[config.mk]
export PLATFORM = sky130hd
export DESIGN_NAME = unordered_set_swap_remove_unit
export DESIGN_NICKNAME = d
export VERILOG_FILES = /design/src/rtl/usswr_pkg.sv /design/src/rtl/unordered_set_swap_remove_unit.sv /design/src/rtl/usswr_cell.sv /design/src/rtl/usswr_mod.sv
export SDC_FILE = /design/constraint.sdc
export NUM_CORES = 2
export LEC_CHECK = 0
export BUFFER_PORTS_ARGS = -buffer_cell sky130_fd_sc_hd__buf_2
export CORE_ASPECT_RATIO = 0.75
export CORE_MARGIN = 2
export CORE_UTILIZATION = 50
export DETAILED_ROUTE_END_ITERATION = 10
export PLACE_DENSITY_LB_ADDON = 0.1
export SETUP_SLACK_MARGIN = 0.5
export SYNTH_ARGS = -nofsm -noshare
export SYNTH_HDL_FRONTEND = slang
export SYNTH_SLANG_ARGS = --single-unit
[constraint.sdc]
create_clock -name clk -period 4.7 [get_ports clk]
set_input_delay 0.47 -clock clk [delete_from_list [all_inputs] [get_ports clk]]
set_output_delay 0.47 -clock clk [all_outputs]
set_load 0.02 [all_outputs]
[src/rtl/usswr_pkg.sv]
// usswr_pkg: shared constants, codes and types of the unordered set unit
// used by usswr_cell, usswr_mod and unordered_set_swap_remove_unit
`default_nettype none

package usswr_pkg;

  localparam int CAPACITY = 64;
  localparam int KEY_W    = 6;
  localparam int IDX_W    = $clog2(CAPACITY);
  localparam int CNT_W    = $clog2(CAPACITY + 1);
  localparam int RND_W    = 16;
  localparam int RND_CW   = $clog2(RND_W);
  localparam int ACT_W    = 2;
  localparam int ST_W     = 3;

  localparam logic [ACT_W-1:0] ACT_INSERT = 2'd0;
  localparam logic [ACT_W-1:0] ACT_REMOVE = 2'd1;
  localparam logic [ACT_W-1:0] ACT_LOCATE = 2'd2;
  localparam logic [ACT_W-1:0] ACT_PICKUP = 2'd3;

  localparam logic [ST_W-1:0] ST_OK       = 3'd0;
  localparam logic [ST_W-1:0] ST_DUP      = 3'd1;
  localparam logic [ST_W-1:0] ST_NOTFOUND = 3'd2;
  localparam logic [ST_W-1:0] ST_EMPTY    = 3'd3;
  localparam logic [ST_W-1:0] ST_FULL     = 3'd4;

  // settings broadcast to every cell, stable for a whole scan
  typedef struct packed {
    logic             pick_mode;
    logic [KEY_W-1:0] key;
    logic [IDX_W-1:0] sel_slot;
    logic [CNT_W-1:0] count;
    logic [IDX_W-1:0] last_slot;
  } scan_cmd_t;

  // partial result handed from cell to cell
  typedef struct packed {
    logic             hit;
    logic [IDX_W-1:0] slot;
    logic [KEY_W-1:0] hkey;
    logic [KEY_W-1:0] last;
  } probe_t;

  typedef struct packed {
    logic             en;
    logic [IDX_W-1:0] slot;
    logic [KEY_W-1:0] key;
  } wr_t;

endpackage

`default_nettype wire

[src/rtl/unordered_set_swap_remove_unit.sv]
// unordered_set_swap_remove_unit: set of keys in an unordered slot row with swap removal
// Input channel: in_valid/in_ready with action, key, position, use_random and
// random_value. Output channel: out_valid/out_ready with status,
// found_position, key_out and entry_count. One result beat per input beat.
// Insert, remove and locate run a scan wave down a row of 64 cells, one cell
// per cycle, then a resolve state. Pickup first reduces its position, or
// random_value when use_random is set, modulo the count in a bit-serial unit
// and then scans. A pickup on an empty set goes straight from idle to resolve.
// Removal copies the last entry into the freed slot in the resolve cycle.
// in_ready is high only while no item is in progress; a new item may be
// accepted while the previous result still waits in the output register.
// If the receiver stalls, the finished item holds in resolve until the output
// register frees, and no slot is written before then.
// Reset empties the set (count zero); slot contents need no clearing since
// only slots below the count are ever read.
// depends on usswr_pkg, usswr_cell, usswr_mod
`default_nettype none

module unordered_set_swap_remove_unit (
  input  wire                           clk,
  input  wire                           rst,
  input  wire                           in_valid,
  output logic                          in_ready,
  input  wire  [usswr_pkg::ACT_W-1:0]   action,
  input  wire  [usswr_pkg::KEY_W-1:0]   key,
  input  wire  [usswr_pkg::IDX_W-1:0]   position,
  input  wire                           use_random,
  input  wire  [usswr_pkg::RND_W-1:0]   random_value,
  output logic                          out_valid,
  input  wire                           out_ready,
  output logic [usswr_pkg::ST_W-1:0]    status,
  output logic [usswr_pkg::IDX_W-1:0]   found_position,
  output logic [usswr_pkg::KEY_W-1:0]   key_out,
  output logic [usswr_pkg::CNT_W-1:0]   entry_count
);
  import usswr_pkg::*;

  typedef enum logic [3:0] {
    S_IDLE    = 4'b0001,
    S_MOD     = 4'b0010,
    S_SCAN    = 4'b0100,
    S_RESOLVE = 4'b1000
  } state_t;

  state_t           state;
  logic [CNT_W-1:0] count;
  logic [ACT_W-1:0] act;
  logic [KEY_W-1:0] key_q;
  logic [IDX_W-1:0] sel_slot;
  logic [IDX_W-1:0] scan_cnt;

  logic             accept;
  logic             out_free;
  logic             mod_start;
  logic             mod_done;
  logic [IDX_W-1:0] mod_rem;
  logic [CNT_W-1:0] cnt_m1;

  scan_cmd_t        cmd;
  wr_t              wr;
  probe_t           chain [CAPACITY+1];
  probe_t           fin;

  logic [ST_W-1:0]  res_status;
  logic [IDX_W-1:0] res_slot;
  logic [KEY_W-1:0] res_key;
  logic [CNT_W-1:0] res_count;

  assign in_ready  = (state == S_IDLE);
  assign accept    = in_valid && in_ready;
  assign out_free  = !out_valid || out_ready;
  assign mod_start = accept && action == ACT_PICKUP && count != '0;
  assign cnt_m1    = count - CNT_W'(1);

  assign cmd.pick_mode = (act == ACT_PICKUP);
  assign cmd.key       = key_q;
  assign cmd.sel_slot  = sel_slot;
  assign cmd.count     = count;
  assign cmd.last_slot = cnt_m1[IDX_W-1:0];

  usswr_mod u_mod (
    .clk       (clk),
    .rst       (rst),
    .start     (mod_start),
    .dividend  (use_random ? random_value : RND_W'(position)),
    .divisor   (count),
    .done      (mod_done),
    .remainder (mod_rem)
  );

  assign chain[0] = '0;

  for (genvar g = 0; g < CAPACITY; g++) begin : g_cell
    usswr_cell u_cell (
      .clk        (clk),
      .cell_index (IDX_W'(g)),
      .cmd        (cmd),
      .wr         (wr),
      .probe_in   (chain[g]),
      .probe_out  (chain[g+1])
    );
  end

  assign fin = chain[CAPACITY];

  always_comb begin
    res_status = ST_OK;
    res_slot   = '0;
    res_key    = '0;
    res_count  = count;
    wr         = '0;
    case (act) inside
      ACT_INSERT: begin
        if (fin.hit) begin
          res_status = ST_DUP;
          res_slot   = fin.slot;
          res_key    = key_q;
        end else if (count == CNT_W'(CAPACITY)) begin
          res_status = ST_FULL;
        end else begin
          res_slot  = count[IDX_W-1:0];
          res_key   = key_q;
          res_count = count + CNT_W'(1);
          wr.en     = 1'b1;
          wr.slot   = count[IDX_W-1:0];
          wr.key    = key_q;
        end
      end
      ACT_REMOVE, ACT_LOCATE: begin
        if (fin.hit) begin
          res_slot = fin.slot;
          res_key  = key_q;
          if (act == ACT_REMOVE) begin
            res_count = cnt_m1;
            wr.en     = 1'b1;
            wr.slot   = fin.slot;
            wr.key    = fin.last;
          end
        end else begin
          res_status = ST_NOTFOUND;
        end
      end
      default: begin
        if (count == '0) begin
          res_status = ST_EMPTY;
        end else begin
          res_slot  = sel_slot;
          res_key   = fin.hkey;
          res_count = cnt_m1;
          wr.en     = 1'b1;
          wr.slot   = sel_slot;
          wr.key    = fin.last;
        end
      end
    endcase
    // slot write only when the result is handed over
    wr.en = wr.en && state == S_RESOLVE && out_free;
  end

  always_ff @(posedge clk) begin
    if (rst) begin
      state     <= S_IDLE;
      count     <= '0;
      out_valid <= 1'b0;
      scan_cnt  <= '0;
    end else begin
      if (state == S_RESOLVE && out_free) begin
        out_valid <= 1'b1;
      end else if (out_ready) begin
        out_valid <= 1'b0;
      end
      unique case (state)
        S_IDLE: begin
          if (accept) begin
            scan_cnt <= '0;
            if (action != ACT_PICKUP) begin
              state <= S_SCAN;
            end else if (count == '0) begin
              state <= S_RESOLVE;
            end else begin
              state <= S_MOD;
            end
          end
        end
        S_MOD: begin
          if (mod_done) begin
            state <= S_SCAN;
          end
        end
        S_SCAN: begin
          scan_cnt <= scan_cnt + 1'b1;
          if (scan_cnt == IDX_W'(CAPACITY - 1)) begin
            state <= S_RESOLVE;
          end
        end
        S_RESOLVE: begin
          if (out_free) begin
            count <= res_count;
            state <= S_IDLE;
          end
        end
        default: state <= S_IDLE;
      endcase
    end
  end

  always_ff @(posedge clk) begin
    if (accept) begin
      act   <= action;
      key_q <= key;
    end
    if (state == S_MOD && mod_done) begin
      sel_slot <= mod_rem;
    end
    if (state == S_RESOLVE && out_free) begin
      status         <= res_status;
      found_position <= res_slot;
      key_out        <= res_key;
      entry_count    <= res_count;
    end
  end

  a_busy_after_accept: assert property (@(posedge clk) disable iff (rst)
    accept |=> !in_ready)
    else $error("in_ready high right after an accepted beat");

  a_out_from_resolve: assert property (@(posedge clk) disable iff (rst)
    $rose(out_valid) |-> $past(state == S_RESOLVE))
    else $error("result beat raised outside resolve");

  a_count_only_on_resolve: assert property (@(posedge clk) disable iff (rst)
    (!$past(rst) && !$stable(count)) |-> $past(state == S_RESOLVE))
    else $error("entry count changed outside resolve");

  a_count_bound: assert property (@(posedge clk) disable iff (rst)
    count <= CNT_W'(CAPACITY))
    else $error("entry count beyond capacity");

  a_mod_done_in_mod: assert property (@(posedge clk) disable iff (rst)
    mod_done |-> state == S_MOD)
    else $error("remainder done outside modulo state");

endmodule

`default_nettype wire

[src/rtl/usswr_cell.sv]
// usswr_cell: one slot of the set plus one registered step of the scan chain
// depends on usswr_pkg
`default_nettype none

module usswr_cell (
  input  wire                          clk,
  input  wire  [usswr_pkg::IDX_W-1:0]  cell_index,
  input  usswr_pkg::scan_cmd_t         cmd,
  input  usswr_pkg::wr_t               wr,
  input  usswr_pkg::probe_t            probe_in,
  output usswr_pkg::probe_t            probe_out
);
  import usswr_pkg::*;

  logic [KEY_W-1:0] entry;
  logic             in_range;
  logic             match;

  assign in_range = {1'b0, cell_index} < cmd.count;
  assign match    = cmd.pick_mode ? (cell_index == cmd.sel_slot)
                                  : (in_range && entry == cmd.key);

  always_ff @(posedge clk) begin
    if (wr.en && wr.slot == cell_index) begin
      entry <= wr.key;
    end
  end

  // first hit along the chain wins
  always_ff @(posedge clk) begin
    probe_out.hit  <= probe_in.hit | match;
    probe_out.slot <= probe_in.hit ? probe_in.slot : cell_index;
    probe_out.hkey <= probe_in.hit ? probe_in.hkey : entry;
    probe_out.last <= (cell_index == cmd.last_slot) ? entry : probe_in.last;
  end

endmodule

`default_nettype wire

[src/rtl/usswr_mod.sv]
// usswr_mod: bit-serial remainder of a 16-bit value by the entry count
// depends on usswr_pkg
`default_nettype none

module usswr_mod (
  input  wire                          clk,
  input  wire                          rst,
  input  wire                          start,
  input  wire  [usswr_pkg::RND_W-1:0]  dividend,
  input  wire  [usswr_pkg::CNT_W-1:0]  divisor,
  output logic                         done,
  output logic [usswr_pkg::IDX_W-1:0]  remainder
);
  import usswr_pkg::*;

  logic              busy;
  logic [RND_CW-1:0] step;
  logic [RND_W-1:0]  dvd;
  logic [CNT_W-1:0]  dsr;
  logic [CNT_W-1:0]  rem;
  logic [CNT_W:0]    trial;

  assign trial     = {rem, dvd[RND_W-1]};
  assign remainder = rem[IDX_W-1:0];

  always_ff @(posedge clk) begin
    if (rst) begin
      busy <= 1'b0;
      done <= 1'b0;
      step <= '0;
    end else begin
      done <= 1'b0;
      if (start) begin
        busy <= 1'b1;
        step <= '0;
      end else if (busy) begin
        step <= step + 1'b1;
        if (step == RND_CW'(RND_W - 1)) begin
          busy <= 1'b0;
          done <= 1'b1;
        end
      end
    end
  end

  // remainder stays below the divisor, so one compare and subtract per bit
  always_ff @(posedge clk) begin
    if (start) begin
      dvd <= dividend;
      dsr <= divisor;
      rem <= '0;
    end else if (busy) begin
      dvd <= {dvd[RND_W-2:0], 1'b0};
      if (trial >= {1'b0, dsr}) begin
        rem <= CNT_W'(trial - {1'b0, dsr});
      end else begin
        rem <= trial[CNT_W-1:0];
      end
    end
  end

endmodule

`default_nettype wire

---- Yosys cells after proc, flatten, opt, wreduce, memory -nomap -nowiden ----
Cells that the tools add are included.
word-level totals
  register bits after elaboration ......... 1,627
  memory bits (writable) .................. 0
  output and inout port bits .............. 24
  bits in read-only memories .............. 0
  word-level logic and storage cells ...... 1,132
  latch bits .............................. 0
  memories kept ........................... 0
  input bits .............................. 35
cells by class
  add/subtract/negate cells ............... 5
  bitwise operators ....................... 64
  shift operators ......................... 0
  divide/modulo/power cells ............... 0
  multipliers ............................. 0
  multiplexer cells ....................... 241
  reductions and logical operators ........ 152
  equality and inequality tests ........... 269
  order comparisons ....................... 65
operators with widths
  operator                                                                number
  6-bit 2-to-1 mux                                                        139
  6-bit equality test                                                     64
  6-bit equality test (first input constant)                              64
  6-bit by 7-bit < comparator with 1-bit output (first input constant)    32
  6-bit equality test (second input constant)                             33
  5-bit by 6-bit equality test with 1-bit output (first input constant)   32
  1-bit logical AND                                                       135
  5-bit by 7-bit < comparator with 1-bit output (first input constant)    16
  4-bit by 6-bit equality test with 1-bit output (first input constant)   16
  6-bit by 5-bit equality test with 1-bit output (second input constant)  16
  13-bit 2-to-1 mux                                                       7
  1-bit 2-to-1 mux                                                        70
  1-bit OR                                                                63
  4-bit by 7-bit < comparator with 1-bit output (first input constant)    8
  7-bit 2-to-1 mux                                                        8
  3-bit by 6-bit equality test with 1-bit output (first input constant)   8
  6-bit by 4-bit equality test with 1-bit output (second input constant)  8
  16-bit 2-to-1 mux                                                       3
  3-bit by 7-bit < comparator with 1-bit output (first input constant)    4
  2-bit by 6-bit equality test with 1-bit output (first input constant)   4
  6-bit by 3-bit equality test with 1-bit output (second input constant)  4
  4-bit 2-to-1 mux                                                        6
  6-bit zero test                                                         3
  4-bit one-hot mux with 4 select lines                                   1
  34 further kinds                                                        52

---- Logic depth before layout (Yosys ltp) ----
  depth after elaboration ................. 8
  gate-level depth with buffers ........... 15
  mapped depth without buffers ............ 10

---- By module ----
A second synthesis with hierarchy kept.
second synthesis, totals
  cells, all modules ...................... 6,702
  area total of the unflattened synthesis .. 80,773.7 µm²
by module, submodules not included
  module                          cells each  area an instance (µm²)  seq. area each (µm²)  instances
  usswr_cell                      97          1,181.1                 560.5                 64
  unordered_set_swap_remove_unit  324         3,236.9                 1,441.4               1
  usswr_mod                       170         1,944.4                 950.9                 1

---- Worst setup path after synthesis ----
No wires, ideal clock.
  kind .................................... register -> register
  start ................................... reg count[0]
  end ..................................... reg g_cell[10].u_cell.entry[0], enable pin
  stages on the path, launching flop included .. 16
  data arrival time ....................... 3.294 ns
  slack ................................... 1.056 ns
  buffers on the path ..................... 5
  setup time .............................. 0.350 ns
  data required time ...................... 4.350 ns
  clock period less this slack ............ 3.644 ns
  path through ............................ dfxtp_1 -> buf_2 -> inv_1 -> ha_1 -> buf_2 -> or3b_2 -> clkbuf_1 -> nor3_1 -> nand2_1 -> ha_1 -> nand2_1 -> a22oi_1 -> or3_1 -> clkbuf_1 -> buf_2 -> nor2_1
on the way
  longest elaborated chain between the ends .. 7
  elaborated cells on any way between the ends .. 11
  classes of those cells .................. 2 x eq/ne; 5 x mux; 4 x reduce/logical
RTL lines
  element                                                                                                 RTL line                                                                      RTL
  start, declared                                                                                         unordered_set_swap_remove_unit.sv:46                                          logic [CNT_W-1:0] count;
  start signal, assigned                                                                                  unordered_set_swap_remove_unit.sv:198                                         count <= res_count;
  7-bit equality test or 7-bit zero test (tied branches)                                                  unordered_set_swap_remove_unit.sv:118, unordered_set_swap_remove_unit.sv:144
  13-bit 2-to-1 mux, on equally long branches                                                             unordered_set_swap_remove_unit.sv:118, unordered_set_swap_remove_unit.sv:144
  13-bit 2-to-1 mux, on equally long branches                                                             unordered_set_swap_remove_unit.sv:114, unordered_set_swap_remove_unit.sv:112
  13-bit 2-to-1 mux (*)                                                                                   unordered_set_swap_remove_unit.sv:112                                         case (act) inside
  parallel branches: the longest is 2 deep, another holds 6-bit by 4-bit equality test with 1-bit output  n/a
  1-bit logical AND (*)                                                                                   usswr_cell.sv:24                                                              if (wr.en && wr.slot == cell_index) begin
  end signal, assigned                                                                                    usswr_cell.sv:25                                                              entry <= wr.key;
  end, declared                                                                                           usswr_cell.sv:15                                                              logic [KEY_W-1:0] entry;
Mark *: on every way between the ends.
A chain may end at the register's enable or synchronous reset.

---- Worst setup path after layout ----
  start ................................... reg count[1]
  end ..................................... reg g_cell[44].u_cell.entry[1], enable pin
on the way
  longest elaborated chain between the ends .. 7
  elaborated cells on any way between the ends .. 11
  classes of those cells .................. 2 x eq/ne; 5 x mux; 4 x reduce/logical
RTL lines
  element                                                                      RTL line
  7-bit equality test or 7-bit zero test (tied branches)                       unordered_set_swap_remove_unit.sv:118, unordered_set_swap_remove_unit.sv:144
  13-bit 2-to-1 mux, on equally long branches                                  unordered_set_swap_remove_unit.sv:118, unordered_set_swap_remove_unit.sv:144
  13-bit 2-to-1 mux, on equally long branches                                  unordered_set_swap_remove_unit.sv:114, unordered_set_swap_remove_unit.sv:112
  13-bit 2-to-1 mux (*)                                                        unordered_set_swap_remove_unit.sv:112
  parallel branches: the longest is 2 deep, another holds 6-bit equality test  n/a
  1-bit logical AND (*)                                                        usswr_cell.sv:24
  end signal, assigned                                                         usswr_cell.sv:25
  end, declared                                                                usswr_cell.sv:15
Marked as above.

==> reports/qor.txt <==
outcome - completed
final setup vio count - 0
Pwr Total - 36.5 mW
clock network fraction of total power - 0.347
EDFF count, synth - 443
Min-Delay Path Class - primary input to register
CP Capture Type - register
TritonRoute pass-1 iters - 5
crit path cell chain - inv_1, ha_1, buf_4, nor3b_2, a21boi_1, a221oi_2, nand4_1, nor2_1
first-pass GRT wire length - 222000 um
post-DR wirelength/cell - 25.7 um
TritonCTS clock tree - yes
CP delay by family, top - simple AND/OR/NAND/NOR gates
Async SR Flop Fraction - 0
die area - 117000 um^2
pwr/cell area - 566 nW/um^2
WL met1 - 72600 um
layout cell share with drive strength beyond 1 - 0.268
NetSw - 10.2 mW
most common cell after layout, fill and taps aside - dfxtp_1
area of the mapped netlist - 56900 um^2
Remaining DRCs - 0
nets@finish - 4306
Initial DRC Count - 2857
initial antenna violation count - 10
Core Rows - 107
Net Sw Frac - 0.280
synth warn - 0
vias post-DR - 32400
GRT overflow - 0
Final Wtd Congestion - 0.899
critical path class - register to register
H-tree depth - 4
CTS max path bufs - 3
max_slew headroom - 0.168
clock tree sinks - 1627
max cap viols - 0
pin count of the biggest net entering global routing - 66
Synthesized Nets - 4198
core area - 113000 um^2
Critical Path Fanout Max - 10
Die X - 394 um
uppermost layer routed - met5
Num CTS Buffers - 154
register area share after synthesis - 0.650
synthesized flop and latch total - 1627
Reg power frac - 0.480
Worst-path clk slew - 0.06 ns
max-slew violation count - 0
Synth Area per Inst - 13.7 um^2
Internal - 26.3 mW
post-synthesis cell count - 4144
met3 wire len - 11800 um
Synth cell types - 79
number of global-route vias before repair - 32800
Top FF cell, synth - dfxtp_1
Worst Path Arrival - 4.39 ns
slowest cell delay on critical path - 0.67 ns
clk_lat worst skew - 0.79 ns
RSZ-0062 raised after global routing - false
Peak VDD IR - 0.422 mV
clk_skew - 0.0283 ns
Hold Vio Cnt, Final - 0
startpoint types - register
sum of negative setup slack - 0 ns
buffer type at the clock tree root - clkbuf_16
hpwl dp - 99900 um
Via density - 5.48
period utilization - 0.848
WL final - 152000 um
max frequency - 0.251 GHz
Leak - 23.9 nW
Worst Path Buf+Inv - 2
combinational share of power - 0.173
worst slew pin tran - 1.25 ns
post-layout min period - 3.99 ns
Antenna Violating Nets Remaining - 0
CP max-delay cell - a221oi_2
die height - 296 um
most frequent cells in the layout - dfxtp_1 (1183), mux2_2 (752), edfxtp_1 (443)
number of I/O pins - 59
Initial Util - 0.503
worst endpoint required time - 5.10 ns
Global Route Usage Sum - 0.260
DR WL met2 - 62900 um
port bufs - 58
Area growth syn-to-layout - 13.3%
[cells in the mapped netlist (all sizes together), types with 4 or more instances]
cell     count  area share
xnor2      258       0.040
ha          18      0.0040
o41ai       11      0.0017
a22o        12      0.0018
nand3       85       0.010
mux2i        8      0.0014
nand2b     197       0.022
a21oi       83      0.0077
clkbuf     122      0.0080
nand4       53      0.0058
o211ai      34      0.0045
a221o        7      0.0012
nor3b        4     0.00062
a311oi       4     0.00062
nor4        26      0.0029
o21a         7     0.00092
a22oi       17      0.0022
a221oi       5     0.00077
o2111ai     12      0.0018
clkinv       4     0.00026
o22ai        4     0.00044
buf         67      0.0055
nor2b        8     0.00088
and3        13      0.0015
inv         27      0.0018
dfxtp     1184        0.42
nand2       79      0.0056
nor2       141      0.0093
mux2       757        0.15
nand3b       7     0.00092
o21ai       53      0.0047
nor4b        7      0.0011
and2       142       0.016
xor2       132       0.020
nor3        25      0.0022
o31ai       33      0.0046
or3          6     0.00066
edfxtp     443        0.23
[timing repair]
action,in CTS,in global routing
setup buffers,0,0
hold buffers,18,0
endpoints found under the hold margin,18,0
resized for setup,0,3
setup endpoints to repair,0,216
[layer usage]
metal / vias up / global-route usage
met5: - / 0
met4: 12 / 0.0908
met3: 281 / 0.0555
met2: 1232 / 0.376
met1: 16000 / 0.385
li1: 14800 / -
[worst paths after layout]
kind | from | end | slack, ns | cells after the start
setup reg to reg | count[1] | g_cell[44].u_cell.entry[1] | 0.71 | 8
setup / recovery | count[1] | g_cell[44].u_cell.entry[1] | 0.71 | 8
hold / removal | position[2] | u_mod.dvd[2] | 0.07 | 3
hold reg to reg | g_cell[35].u_cell.probe_out[17] | g_cell[36].u_cell.probe_out[17] | 0.40 | 1
[flip-flops by register name (all words and copies together), names as in the netlist]
signal and flops:
act 2, count 7, entry_count 7, found_position 6
g_cell.u_cell.entry 384, g_cell.u_cell.probe_out 1153, key_out 6, key_q 6
out_valid 1, scan_cnt 6, sel_slot 6, state 4
status 3, u_mod.busy 1, u_mod.done 1, u_mod.dsr 7
u_mod.dvd 16, u_mod.rem 7, u_mod.step 4
[power groups by stage]
stage               Combinational [mW]  Sequential [mW]  Clock [mW]
finish                            6.33             17.5        12.6
global route                      6.64             17.7        13.4
CTS                               6.25             17.5        12.9
detailed placement                6.18             17.8           0
global placement                  6.16             17.8           0
floorplan                         4.18             17.1           0
[worst register-to-register path: cells and delay by family, from the launching register on]
family	cells	cell delay, ns
simple gates	3	1.64
buf+inv	2	0.32
fa+ha+maj	1	0.19
flops	1	0.31
compound gates	2	1.16
[per-stage QoR]
step                utilization  std cells  worst slack [ns]  hold slack, ns  cell area (um^2)
floorplan                     -       4144              1.06           0.381             56900
global placement          0.522       5604             0.666           0.393             59100
detailed placement        0.522       5604             0.585           0.393             59100
CTS                       0.569       5908             0.581          0.0329             64500
global route              0.569       5908             0.527          0.0821             64500
finish                    0.569       5910             0.712          0.0721             64500
[cells by family after synthesis]
group,share of synthesized area
flip-flops,0.650
buffers and inverters,0.0156
multiplexers,0.151
XOR/XNOR,0.0600
AO/OA/AOI/OAI,0.0386
adder cells (fa/ha/maj),0.00431
AND/OR/NAND/NOR,0.0806
[final cells by class]
class / count / area, um^2
clock buffer: 232 / 4620
inverter: 31 / 116
timing repair buffer: 141 / 1060
tap: 1526 / 1910
clock inverter: 54 / 581
fill: 9247 / 48800
sequential: 1627 / 37000
multi-input combinational: 2297 / 19200
antenna: 2 / 5.00
Note: power is estimated with default switching activity, not from simulation.
